==> config.mk <==
export PLATFORM = sky130hd
export DESIGN_NAME = grfs_walk
export DESIGN_NICKNAME = d
export VERILOG_FILES = /design/src/hdl/grfs_pkg.sv /design/src/hdl/grfs_walk.sv
export SDC_FILE = /design/constraint.sdc
export NUM_CORES = 1
export LEC_CHECK = 0
export ABC_CLOCK_PERIOD_IN_PS = 2200
export BUFFER_PORTS_ARGS = -buffer_cell sky130_fd_sc_hd__buf_2
export CAP_MARGIN = 5
export CORE_MARGIN = 5
export CORE_UTILIZATION = 30
export DETAILED_ROUTE_END_ITERATION = 8
export GPL_TIMING_DRIVEN = 0
export PLACE_DENSITY = 0.55
export SYNTH_ARGS = -nofsm -noshare
export SYNTH_HDL_FRONTEND = slang
export SYNTH_SLANG_ARGS = --single-unit
==> constraint.sdc <==
create_clock -name clk -period 2.2 [get_ports clk]
set_input_delay 0.11 -clock clk [delete_from_list [all_inputs] [get_ports clk]]
set_output_delay 0.11 -clock clk [all_outputs]
set_load 0.03 [all_outputs]
==> src/hdl/grfs_pkg.sv <==
// Shared types, codes and constants for the grid rectangle fill store.
// Used by the RAM, the fill walker and the top level; depends on nothing.
package grfs_pkg;

  localparam int COORD_BITS   = 7;
  localparam int CFG_BITS     = 8;
  localparam int DATA_BITS    = 30;
  localparam int CFG_IDX_BITS = 2;
  localparam int LIMIT_BITS   = 11;

  localparam int DEF_MAX_ROWS   = 128;
  localparam int DEF_MAX_COLS   = 128;
  localparam int DEF_VALUE_BITS = 30;

  localparam logic [CFG_BITS-1:0]     CFG_RESET = 8'd128;
  localparam logic [CFG_IDX_BITS-1:0] CFG_ROWS  = 2'd0;
  localparam logic [CFG_IDX_BITS-1:0] CFG_COLS  = 2'd1;

  typedef logic [COORD_BITS-1:0] coord_t;

  typedef enum logic [1:0] {
    REQ_LOAD = 2'd0,
    REQ_FILL = 2'd1,
    REQ_READ = 2'd2
  } req_code_t;

  typedef enum logic [1:0] {
    ST_IDLE,
    ST_FILL,
    ST_RESP
  } state_t;

  typedef struct packed {
    coord_t top;
    coord_t left;
    coord_t bottom;
    coord_t right;
  } walk_req_t;

  function automatic int addr_bits(int depth);
    return (depth > 1) ? $clog2(depth) : 1;
  endfunction

  function automatic logic in_range(coord_t pos, logic [CFG_BITS-1:0] lim,
                                    logic [LIMIT_BITS-1:0] max_lim);
    logic [LIMIT_BITS-1:0] p;
    p = LIMIT_BITS'(pos);
    return (p < LIMIT_BITS'(lim)) && (p < max_lim);
  endfunction

endpackage

==> src/hdl/grfs_walk.sv <==
// Rectangle walker: row and column position with one shared address adder.
// Steps one cell a cycle while step is high, row by row; depends on grfs_pkg.
module grfs_walk import grfs_pkg::*; #(
  parameter int MAX_COLS = DEF_MAX_COLS,
  parameter int DEPTH    = DEF_MAX_ROWS * DEF_MAX_COLS
) (
  input  logic                          clk,
  input  logic                          start,
  input  logic                          step,
  input  walk_req_t                     req,
  input  logic [addr_bits(DEPTH)-1:0]   start_addr,
  output logic [addr_bits(DEPTH)-1:0]   addr,
  output logic                          last
);

  localparam int AW = addr_bits(DEPTH);
  localparam logic [AW-1:0] STRIDE = AW'(MAX_COLS);

  coord_t          row;
  coord_t          col;
  coord_t          left;
  coord_t          bottom;
  coord_t          right;
  logic [AW-1:0]   row_start;
  logic            row_end;
  logic [AW-1:0]   add_a;
  logic [AW-1:0]   add_b;
  logic [AW-1:0]   sum;

  assign row_end = (col == right);
  assign last    = row_end && (row == bottom);

  // one adder: next column, or start of the next row
  assign add_a = row_end ? row_start : addr;
  assign add_b = row_end ? STRIDE : AW'(1);
  assign sum   = add_a + add_b;

  always_ff @(posedge clk) begin
    if (start) begin
      row       <= req.top;
      col       <= req.left;
      left      <= req.left;
      bottom    <= req.bottom;
      right     <= req.right;
      addr      <= start_addr;
      row_start <= start_addr;
    end else if (step && !last) begin
      addr <= sum;
      if (row_end) begin
        row       <= row + 1'b1;
        col       <= left;
        row_start <= sum;
      end else begin
        col <= col + 1'b1;
      end
    end
  end

endmodule

Yosys cells after proc, flatten, opt, wreduce, memory -nomap -nowiden
Cells that the tools add are included.
{ "word_totals": {"register_bits": 63, "latchBits": 0, "mem_bits_rw": 0, "rom_bits": 0, "input_bits": 45, "output_inout_bits": 15, "word_cells": 31, "n_memories": 0} }
{ "classes": {"addsub": 3, "n_mul": 0, "div_mod_pow": 0, "order_cmp": 0, "n_eq_ne": 2, "n_shift": 0, "mux": 13, "bitwise_logic": 0, "reduce_logical": 6} }
{ "ops": {"columns": ["op", "n"], "rows": [
  ["14-bit 2-to-1 mux", 6],
  ["7-bit 2-to-1 mux", 6],
  ["14-bit by 8-bit adder with 14-bit output", 1],
  ["7-bit by 1-bit adder with 7-bit output, second input constant", 2],
  ["7-bit equality test", 2],
  ["8-bit 2-to-1 mux", 1],
  ["2-bit nonzero test", 2],
  ["1-bit logical AND", 2],
  ["2-bit AND reduction", 1],
  ["1-bit logical NOT", 1]
]} }

Longest topological paths before layout
Gate-level depths: netlist of run 1.
{ "logic_depth": {"word_depth": 6, "depth_mapped": 5, "ltp_nobuf": 5} }

Least setup slack after synthesis of run 1
Ideal clock, no wire load.
{ "synth_timing": {"path_type": "register to register", "start": "register col[3]", "end": "register addr[0] (enable)", "setup_ps": 377, "arrival_ps": 1564, "required_ps": 1823, "slack_ps": 260, "path_stages_with_launch": 6, "n_path_buf": 1, "synth_period_minus_slack_ps": 1940, "cell_sequence": "edfxtp_1 xnor2_1 and4_1 buf_4 nand4_1 a21o_1"} }
{ "synth_via": {"elab_chain_len": 5} }
{ "synth_rtl": {"columns": ["item", "line_no", "rtl"], "rows": [
  ["start: declaration", "grfs_walk.sv:20", "coord_t col;"],
  ["start signal: assignment", "grfs_walk.sv:41", "col <= req.left;"],
  ["start signal: assignment", "grfs_walk.sv:51", "col <= left;"],
  ["start signal: assignment", "grfs_walk.sv:54", "col <= col + 1'b1;"],
  ["7-bit equality test", "grfs_walk.sv:30", "assign row_end = (col == right);"],
  ["1-bit logical AND", "grfs_walk.sv:31", "assign last = row_end && (row == bottom);"],
  ["1-bit logical NOT", "grfs_walk.sv:47", "end else if (step && !last) begin"],
  ["1-bit logical AND", "grfs_walk.sv:47", null],
  ["2-bit nonzero test (no line)", null, null],
  ["end signal: assignment", "grfs_walk.sv:45", "addr <= start_addr;"],
  ["end signal: assignment", "grfs_walk.sv:48", "addr <= sum;"],
  ["end: declaration", "grfs_walk.sv:12", "output logic [addr_bits(DEPTH)-1:0] addr,"]
]} }
Every way passes these cells.
A chain may end at the register's enable or synchronous reset.

Final worst setup path of run 1
{ "layout_timing": {"start": "register col[4]", "end": "register row[5] (enable)"} }
{ "layout_via": {"elab_chain_len": 6, "elab_cells_between_ends": 7, "classes_between": "1 x eq/ne; 6 x reduce/logical"} }
{ "layout_rtl": {"columns": ["item", "line_no", "rtl"], "rows": [
  ["7-bit equality test (*)", "grfs_walk.sv:30", null],
  ["1-bit logical AND", "grfs_walk.sv:31", null],
  ["1-bit logical NOT", "grfs_walk.sv:47", null],
  ["1-bit logical AND", "grfs_walk.sv:47", null],
  ["2-bit nonzero test (no line)", null, null],
  ["2-bit AND reduction (no line) (*)", null, null],
  ["end signal: assignment", "grfs_walk.sv:40", "row <= req.top;"],
  ["end signal: assignment", "grfs_walk.sv:50", "row <= row + 1'b1;"],
  ["end: declaration", "grfs_walk.sv:19", "coord_t row;"]
]} }
Every way passes the cells marked *; elsewhere a longest branch is shown, timed or not.

==> impl_metrics.csv, run 1 <==
group,metric,value,unit
cts,cts_made_buffers,9,
grt,grt_use_total,13.62,%
layout,layout_commonest_cell,"sky130_fd_sc_hd__buf_2",
yosys,synth_edf_count,63,
cts,path_clk_slew,0.06,ns
yosys,synth.top_cells.by_area,"sky130_fd_sc_hd__edfxtp_1, sky130_fd_sc_hd__xnor2_1, sky130_fd_sc_hd__xor2_1",
yosys,synth_fp_nets,303,
power_and_ir_drop,cellLeakagePower,0.001457,µW
min_path,whs_endpoint,"row[5]",
sta,period_needed,2.110,ns
grt,grt_start_max_net_pins,27,
route,drt-pass1-iter-count,4,
sta,rsz0062_at_grt,"false",
route,postRouteWirelength,8461,µm
sta,setup_violation_total_in_the_final_timing_report,0,
cts,cts-root-buf,"sky130_fd_sc_hd__clkbuf_8",
setup_path,crit_path_max_fanout,11,
route,wl_met3,542,µm
cts,cts_tree,"built",
sta,worst_slew_pin_slew,0.6682,ns
job,maxCapViolCount,0,
sta,report.final.slew_viol_count,0,
floorplan,floorplan.initialDensity,30.69,%
yosys,synth_largest_type_area_fraction,59.98,%
cts,max-clock-path-buffers,2,
route,m1WireLength,3807,µm
yosys,synthesis.area_per_instance,12.32,µm²
placed_design,dpl_cell_area,3620,µm²
yosys,synthDistinctLibCells,42,
route,ant_nets,0,
floorplan,core-area,10280,µm²
power_and_ir_drop,vdd_ir_drop_max,0.0004516,V
grt,antenna_found_initial,1,
yosys,yosysSeqAreaShare,59.98,%
floorplan,die-area,12670,µm²
placed_design,pre_cts_slack,-0.7251,ns
yosys,ys_ff_latch,63,
setup_path,rrSetupSlack,0.09,ns
yosys,netlist_area,3154,µm²
setup_path,timing.setup.critical_path_class,"register to register",
min_path,worstHoldStart,"req[26]",
layout,diodes,0,
layout,final_cell_mix,"sky130_fd_sc_hd__buf_2, sky130_fd_sc_hd__edfxtp_1, sky130_fd_sc_hd__xnor2_1",
cts,cts.sink_count,63,
min_path,min_delay_path_depth,3,
route,wl_per_cell,17.27,µm
yosys,yosys_warnings,0,
sta,period_share,95.89,%
setup_path,end_kind,"register",
setup_path,critical_path.reg2reg.startpoint,"col[4]",
grt,grt_pass1_vias,2559,
floorplan,placement_rows,37,
power_and_ir_drop,p_per_area,736.5,nW/µm²
grt,grt_pass1_wl,13270,µm
cts,clock_insertion_delay_worst_skew,0.34,ns
setup_path,setup_crit_start_kind,"register",
route,drtIter0Drc,127,
sta,final_hold_viol_count,0,
layout,drive_above_1_share,25.14,%
placed_design,dp_hpwl,5658,µm
layout,final_nets,396,
placed_design,placer_congestion_estimate,0.7989,
route,met2RoutedLength,4012,µm
setup_path,rr_worst_depth,5,
route,highest_layer,"met5",
floorplan,dieHeight,112.5,µm
layout,finalCoreUtilization,39.19,%
grt,grt.overflow.total,0,
layout,syn2layout_area_growth,27.69,%
setup_path,worst-endpoint-required,2.23,ns
cts,htree_levels,3,
setup_path,worstReg2RegEnd,"row[5]",
floorplan,i_o_pin_cnt,60,
yosys,postSynth.asyncResetShare,0,%
floorplan,die_x,112.5,µm
route,detail_route.drc_violations,0,
placed_design,port-buffer-count,59,
setup_path,crit_arrival,2.14,ns
sta,timing.max_slew.rel_slack,55.46,%
power_and_ir_drop,power_total,2966,µW
layout,final_cell_area,4028,µm²
yosys,yosys.area.top_type,"sky130_fd_sc_hd__edfxtp_1",
sta,timing.fmax,474.0,MHz
yosys,netlist_instances,256,
route,viasPerCell,4.998,
min_path,holdCritPathClass,"primary input to register",
yosys,synth_flop_cell,"sky130_fd_sc_hd__edfxtp_1",
sta,pnr_worst_setup_slack,0.09050,ns
layout,num-fill-cells,1074,
status,run_status,"finished clean",
sta,finalClockSkew,0.008504,ns
route,via_count,2449,
## layout make-up
| class | instances | area, µm² | share of cell area [%] |
|---|---|---|---|
| inverter | 11 | 41.29 | 1.025 |
| tap | 136 | 170.2 | 4.225 |
| timing repair buffer | 81 | 513.0 | 12.74 |
| clock inverter | 1 | 5.005 | 0.1243 |
| multi-input combinational | 169 | 1194 | 29.64 |
| sequential | 63 | 1892 | 46.97 |
| buffer | 14 | 66.31 | 1.646 |
| clock buffer | 15 | 146.4 | 3.635 |
## synth_stat cells, types with 8 or more instances
cell type,count
sky130_fd_sc_hd__edfxtp_1,63
sky130_fd_sc_hd__xnor2_1,26
sky130_fd_sc_hd__nand2_1,20
sky130_fd_sc_hd__xor2_1,13
sky130_fd_sc_hd__inv_1,10
sky130_fd_sc_hd__nor2_1,10
sky130_fd_sc_hd__nor3_1,10
sky130_fd_sc_hd__nand3_1,9
sky130_fd_sc_hd__a21oi_1,8
sky130_fd_sc_hd__nor4_1,8
sky130_fd_sc_hd__o21ai_0,8
## metrics by stage
stage               std cells  setup TNS [ns]  hold slack (ns)
floorplan                 256               0           0.2089
global placement          451          -23.73           0.2863
detailed placement        451          -24.54           0.2881
CTS                       490               0          0.02973
global route              490               0          0.06373
finish                    490               0          0.04916
## cell families after synthesis
group / synth area share, %
flip-flops: 59.98
multiplexers: 0.3570
adder cells (fa/ha/maj): 0.7932
AO/OA/AOI/OAI: 11.70
buffers and inverters: 3.332
XOR/XNOR: 10.83
AND/OR/NAND/NOR: 13.01
## flip-flops by register name, summed over array words and instances, names as in the netlist
register and flops:
left 7, bottom 7, row 7, right 7, col 7, addr 14, row_start 14
## worst max-delay path by stage
stage | cells past startpoint | slack (ns) | start | end
after floorplan | 5 | 0.26 | col[3] | addr[0]
after CTS | 6 | 0.07 | col[0] | col[2]
after detailed placement | 4 | -0.73 | start | addr[12]
final | 5 | 0.09 | col[4] | row[5]
after global placement | 4 | -0.70 | start | addr[12]
after global routing | 6 | 0.007 | col[0] | col[2]
## report_power, final
| part | internal (µW) | total (µW) | switching, µW |
|---|---|---|---|
| clock network | 411 | 843 | 432 |
| registers | 1470 | 1570 | 104 |
| logic | 227 | 550 | 324 |
## per-layer routing
metal  GRT usage [%]  vias up
met5               0        -
met4           3.926        2
met3           4.582       12
met2           21.68       70
met1           17.65     1191
li1                -     1174
## worst max-delay path: stages, from the launching register on
cell and delay, ns:
sky130_fd_sc_hd__edfxtp_1 0.47, sky130_fd_sc_hd__xnor2_1 0.20, sky130_fd_sc_hd__nand4_1 0.23, sky130_fd_sc_hd__buf_2 0.28, sky130_fd_sc_hd__nor2_2 0.27, sky130_fd_sc_hd__a31o_4 0.34
## what timing repair did
action / 4_1_cts / 5_1_grt
pin swaps: 2 / 0
setup endpoints to repair: 42 / 21
hold buffers: 21 / 0
endpoints found under the hold margin: 21 / 0
buffers inserted: 1 / 0
resized for setup: 5 / 1
cloned: 1 / 0
Power figures use the tool's default switching activity.
==> inputs of run 2 (changes only) <==
--- a/config.mk
+++ b/config.mk
@@ -5,7 +5,7 @@
 export SDC_FILE = /design/constraint.sdc
 export NUM_CORES = 1
 export LEC_CHECK = 0
-export ABC_CLOCK_PERIOD_IN_PS = 2200
+export ABC_CLOCK_PERIOD_IN_PS = 2100
 export BUFFER_PORTS_ARGS = -buffer_cell sky130_fd_sc_hd__buf_2
 export CAP_MARGIN = 5
 export CORE_MARGIN = 5
==> constraint.sdc (replaced) <==
create_clock -name clk -period 2.1 [get_ports clk]
set_input_delay 0.105 -clock clk [delete_from_list [all_inputs] [get_ports clk]]
set_output_delay 0.105 -clock clk [all_outputs]
set_load 0.03 [all_outputs]
==> run 2 against run 1 <==
Hold slack worse by 0.0064 ns; critical path type unchanged; sequential power up 4%; cell count grew 1.6%; highest routed layer unchanged.
==> impl_metrics.csv, run 2 (synthesized netlist as in run 1, its figures left out) <==
group,metric,value,unit
placed_design,placer_congestion_estimate,0.7989,
layout,finalCoreUtilization,39.96,%
route,ant_nets,0,
setup_path,worst-endpoint-required,2.13,ns
sta,hold-worst-slack,0.04275,ns
sta,timing.fmax,495.2,MHz
route,postRouteWirelength,8646,µm
sta,report.final.slew_viol_count,0,
layout,syn2layout_area_growth,30.19,%
layout,final_nets,404,
grt,grt_pass1_vias,2586,
sta,worst_slew_pin_slew,0.6333,ns
route,via_count,2489,
power_and_ir_drop,vdd_ir_drop_max,0.0004745,V
placed_design,dp_hpwl,5658,µm
sta,timing.max_slew.rel_slack,57.78,%
layout,layout_commonest_cell,"sky130_fd_sc_hd__buf_2",
sta,period_needed,2.020,ns
floorplan,placement_rows,37,
cts,cts_tree,"built",
sta,period_share,96.17,%
floorplan,dieHeight,112.5,µm
layout,diodes,0,
cts,max-clock-path-buffers,2,
grt,grt_pass1_wl,13480,µm
route,drtIter0Drc,164,
cts,htree_levels,3,
setup_path,crit_arrival,2.05,ns
placed_design,dp_cells,451,
layout,drive_above_1_share,27.35,%
floorplan,i_o_pin_cnt,60,
cts,path_clk_slew,0.06,ns
layout,final_cell_mix,"sky130_fd_sc_hd__buf_2, sky130_fd_sc_hd__edfxtp_1, sky130_fd_sc_hd__xnor2_1",
grt,grt_start_max_net_pins,27,
setup_path,end_kind,"register",
cts,cts-root-buf,"sky130_fd_sc_hd__clkbuf_8",
route,drt-pass1-iter-count,4,
job,maxCapViolCount,0,
route,viasPerCell,4.998,
floorplan,die_x,112.5,µm
min_path,holdCritPathClass,"primary input to register",
sta,timing.setup.tns,0,ns
power_and_ir_drop,p_per_area,763.5,nW/µm²
setup_path,timing.setup.critical_path_class,"register to register",
grt,antenna_found_initial,1,
cts,cts.sink_count,63,
layout,layout_top_registers,"addr x14, row_start x14",
layout,final_cell_count_without_fillers,498,
cts,clock_insertion_delay_worst_skew,0.34,ns
layout,num-fill-cells,1061,
power_and_ir_drop,cellLeakagePower,0.001503,µW
route,detail_route.drc_violations,0,
status,run_status,"finished clean",
route,wl_per_cell,17.36,µm
layout,multiInputGateArea,1215,µm²
floorplan,core-area,10280,µm²
grt,grt.overflow.total,0,
floorplan,floorplan.initialDensity,30.69,%
setup_path,setup_crit_start_kind,"register",
floorplan,die-area,12670,µm²
layout,regArea,1892,µm²
setup_path,crit_path_max_fanout,10,
sta,final_hold_viol_count,0,
grt,grt_use_total,13.82,%
cts,cts_made_buffers,9,
sta,finalClockSkew,0.009082,ns
sta,setup_violation_total_in_the_final_timing_report,0,
placed_design,port-buffer-count,59,
[run 2: worst paths after layout]
check	from	to	slack (ns)	depth (start not counted)
worst max-delay path	col[2]	row_start[4]	0.08	5
worst min-delay path	req[26]	row[5]	0.04	3
worst max register to register	col[2]	row_start[4]	0.08	5
worst min register to register	left[1]	col[1]	0.68	2
[run 2: stage by stage]
step	cell area, µm²	power, µW	worst slack, ns
global route	4106	3294	-0.001195
CTS	4049	3143	0.01848
global placement	3620	2203	-0.7939
detailed placement	3620	2216	-0.8201
finish	4106	3135	0.08049
floorplan	3154	2011	0.1598
[run 2: critical path, stage by stage, from the launching register on]
cell	delay, ns
sky130_fd_sc_hd__edfxtp_1	0.45
sky130_fd_sc_hd__xnor2_1	0.19
sky130_fd_sc_hd__nand4_1	0.24
sky130_fd_sc_hd__buf_2	0.29
sky130_fd_sc_hd__nor2_4	0.22
sky130_fd_sc_hd__a31o_2	0.31
[run 2: power by group]
group	internal (µW)	switching, µW	leakage, µW
logic	259	351	0.000805
registers	1540	105	0.000623
clock network	430	451	0.0000757
[run 2: area by class of cell]
cell class | count | share of cell area [%]
tap | 136 | 4.144
sequential | 63 | 46.07
inverter | 11 | 1.005
timing repair buffer | 88 | 13.77
multi-input combinational | 170 | 29.59
clock inverter | 1 | 0.1219
clock buffer | 15 | 3.565
buffer | 14 | 1.737
[run 2: routing by layer]
metal  share of wire, %  global-route usage (%)
met5              0.081                       0
met4                1.5                   4.247
met3                6.3                   4.636
met2                 47                   21.92
met1                 45                   17.89
[run 2: what timing repair did]
item	4_1_cts	5_1_grt
endpoints found under the setup margin	42	37
hold buffers	21	0
endpoints found under the hold margin	21	0
buffers inserted	2	6
pin swaps	2	0
resized for setup	7	4
gates cloned	2	0
==> inputs of run 3 (changes only) <==
--- a/config.mk
+++ b/config.mk
@@ -10,9 +10,10 @@
 export CAP_MARGIN = 5
 export CORE_MARGIN = 5
 export CORE_UTILIZATION = 30
+export CTS_BUF_LIST = sky130_fd_sc_hd__clkbuf_8 sky130_fd_sc_hd__clkbuf_16
 export DETAILED_ROUTE_END_ITERATION = 8
 export GPL_TIMING_DRIVEN = 0
-export PLACE_DENSITY = 0.55
+export PLACE_DENSITY = 0.47
 export SYNTH_ARGS = -nofsm -noshare
 export SYNTH_HDL_FRONTEND = slang
 export SYNTH_SLANG_ARGS = --single-unit
==> run 3 against run 2 <==
Via count decreased by 2.3%; final area shrank 0.67%; global-route usage fell by 0.35 points; setup slack better by 0.0025 ns; largest cell class unchanged; critical path type unchanged; non-clock buffer count fell by 4; cell count fell by 1.2%; register-to-register slack barely moved; sequential cell count is the same.
==> impl_metrics.csv, run 3 (synthesized netlist as in run 1, its figures left out) <==
group,metric,value,unit
floorplan,core-area,10280,µm²
route,drt-pass1-iter-count,4,
cts,cts_made_buffers,9,
setup_path,path_buf_inv,2,
sta,finalClockSkew,0.005799,ns
setup_path,critical_path.reg2reg.startpoint,"col[0]",
floorplan,i_o_pin_cnt,60,
power_and_ir_drop,vdd_ir_drop_max,0.0002653,V
layout,layout_commonest_cell,"sky130_fd_sc_hd__buf_2",
setup_path,worstReg2RegEnd,"row[1]",
setup_path,setup_crit_start_kind,"register",
cts,cts_tree,"built",
cts,max-clock-path-buffers,2,
setup_path,timing.setup.critical_path_class,"register to register",
floorplan,dieHeight,112.5,µm
route,via_count,2432,
placed_design,placer_congestion_estimate,0.8061,
grt,grt_pass1_vias,2510,
setup_path,end_kind,"register",
layout,drive_above_1_share,26.97,%
layout,num-fill-cells,1038,
layout,regArea,1892,µm²
setup_path,critPathMaxStageDelay,0.49,ns
placed_design,dp_hpwl,5774,µm
route,viasPerCell,4.943,
floorplan,die-area,12670,µm²
layout,final_cell_mix,"sky130_fd_sc_hd__buf_2, sky130_fd_sc_hd__edfxtp_1, sky130_fd_sc_hd__xnor2_1",
sta,final_hold_viol_count,0,
setup_path,rrSetupSlack,0.08,ns
grt,grt.overflow.total,0,
layout,syn2layout_area_growth,29.31,%
setup_path,rr_worst_depth,6,
layout,multiInputGateArea,1229,µm²
grt,antenna_found_initial,0,
setup_path,cpLargestDelayFamily,"flip-flops",
sta,timing.max_slew.rel_slack,59.14,%
status,run_status,"finished clean",
power_and_ir_drop,p_per_area,753.1,nW/µm²
setup_path,cells_along_the_critical_path,"xnor2_2, and3_1, clkbuf_4, nand4_1, buf_4, a31o_4",
cts,path_clk_slew,0.06,ns
setup_path,crit_path_top_delay_cell,"sky130_fd_sc_hd__edfxtp_1",
placed_design,dp_cells,451,
grt,grt_start_max_net_pins,27,
grt,grt_util_met2,22.08,%
min_path,worstHoldStart,"req[21]",
cts,htree_levels,3,
job,maxCapViolCount,0,
sta,period_share,96.05,%
setup_path,crit_path_max_fanout,10,
sta,worst_slew_pin_slew,0.6129,ns
placed_design,port-buffer-count,59,
route,wl_per_cell,17.11,µm
sta,period_needed,2.017,ns
floorplan,placement_rows,37,
min_path,whs_endpoint,"row[0]",
sta,rsz0062_at_grt,"false",
route,drtIter0Drc,144,
layout,final_cell_area,4079,µm²
route,ant_nets,0,
layout,layout_top_registers,"addr x14, row_start x14",
cts,cts-root-buf,"sky130_fd_sc_hd__clkbuf_8",
floorplan,die_x,112.5,µm
placed_design,dpl_cell_area,3620,µm²
grt,gr-usage-met3,2.695,%
layout,diodes,0,
min_path,min_delay_path_depth,3,
power_and_ir_drop,cellLeakagePower,0.001498,µW
route,detail_route.drc_violations,0,
min_path,holdCritPathClass,"primary input to register",
cts,cts.sink_count,63,
grt,grt_use_total,13.47,%
grt,grt_pass1_wl,13360,µm
setup_path,crit_arrival,2.09,ns
cts,clock_insertion_delay_worst_skew,0.33,ns
layout,final_cell_count_without_fillers,492,
sta,report.final.slew_viol_count,0,
floorplan,floorplan.initialDensity,30.69,%
sta,setup_violation_total_in_the_final_timing_report,0,
setup_path,worst-endpoint-required,2.17,ns
grt,gr-max-usage-layer,"met2",
route,postRouteWirelength,8417,µm
layout,final_nets,400,
grt,globalRouteMet1Util,17.79,%
sta,timing.fmax,495.8,MHz
==> run 3: worst max path at each step <==
| stage | cells past startpoint | startpoint | slack (ns) | end |
|---|---|---|---|---|
| after floorplan | 5 | col[3] | 0.16 | addr[0] |
| final | 6 | col[0] | 0.08 | row[1] |
| after global routing | 6 | col[0] | 0.003 | row[0] |
| after detailed placement | 4 | start | -0.84 | addr[10] |
| after CTS | 6 | col[0] | 0.002 | addr[13] |
| after global placement | 4 | start | -0.83 | addr[10] |
==> run 3: layer usage <==
metal	share of wire, %	wire (µm)
met1	45	3822
met2	47	3940
met3	6.6	554
met4	1.2	99
met5	0	0
==> run 3: timing repair <==
action / in CTS / in global routing
resized for setup: 6 / 5
buffers inserted: 1 / 3
hold buffers: 21 / 0
gates cloned: 1 / 1
setup endpoints to repair: 42 / 45
endpoints found under the hold margin: 21 / 0
pin swaps: 2 / 0
==> run 3: cell type report <==
| type | count | area share [%] |
|---|---|---|
| inverters | 11 | 1.012 |
| clock inverters | 5 | 0.4908 |
| multi-input cells | 170 | 30.12 |
| repair buffers | 84 | 13.13 |
| clock buffers | 9 | 3.037 |
| flip-flops and latches | 63 | 46.38 |
| plain buffers | 14 | 1.656 |
| well taps | 136 | 4.172 |
==> run 3: tightest hold or removal path, stage by stage <==
cell	delay, ns
sky130_fd_sc_hd__buf_2	0.07
sky130_fd_sc_hd__nand2_1	0.04
sky130_fd_sc_hd__o21ai_0	0.05
==> run 3: stage by stage <==
stage	hold WS, ns	setup WS [ns]	power [µW]	utilization (%)	TNS [ns]
6_report	0.05022	0.08300	3072	39.69	0
2_1_floorplan	0.2039	0.1598	2011	-	0
4_1_cts	0.03787	0.001865	3078	39.10	0
5_1_grt	0.04042	0.003088	3238	39.69	0
3_3_place_gp	0.2818	-0.8262	2212	35.22	-29.35
3_5_place_dp	0.2831	-0.8435	2216	35.22	-29.00
==> run 3: power by group <==
group | switching, µW | internal [µW]
registers | 109 | 1540
logic | 346 | 252
clock network | 430 | 396
total | 885 | 2190
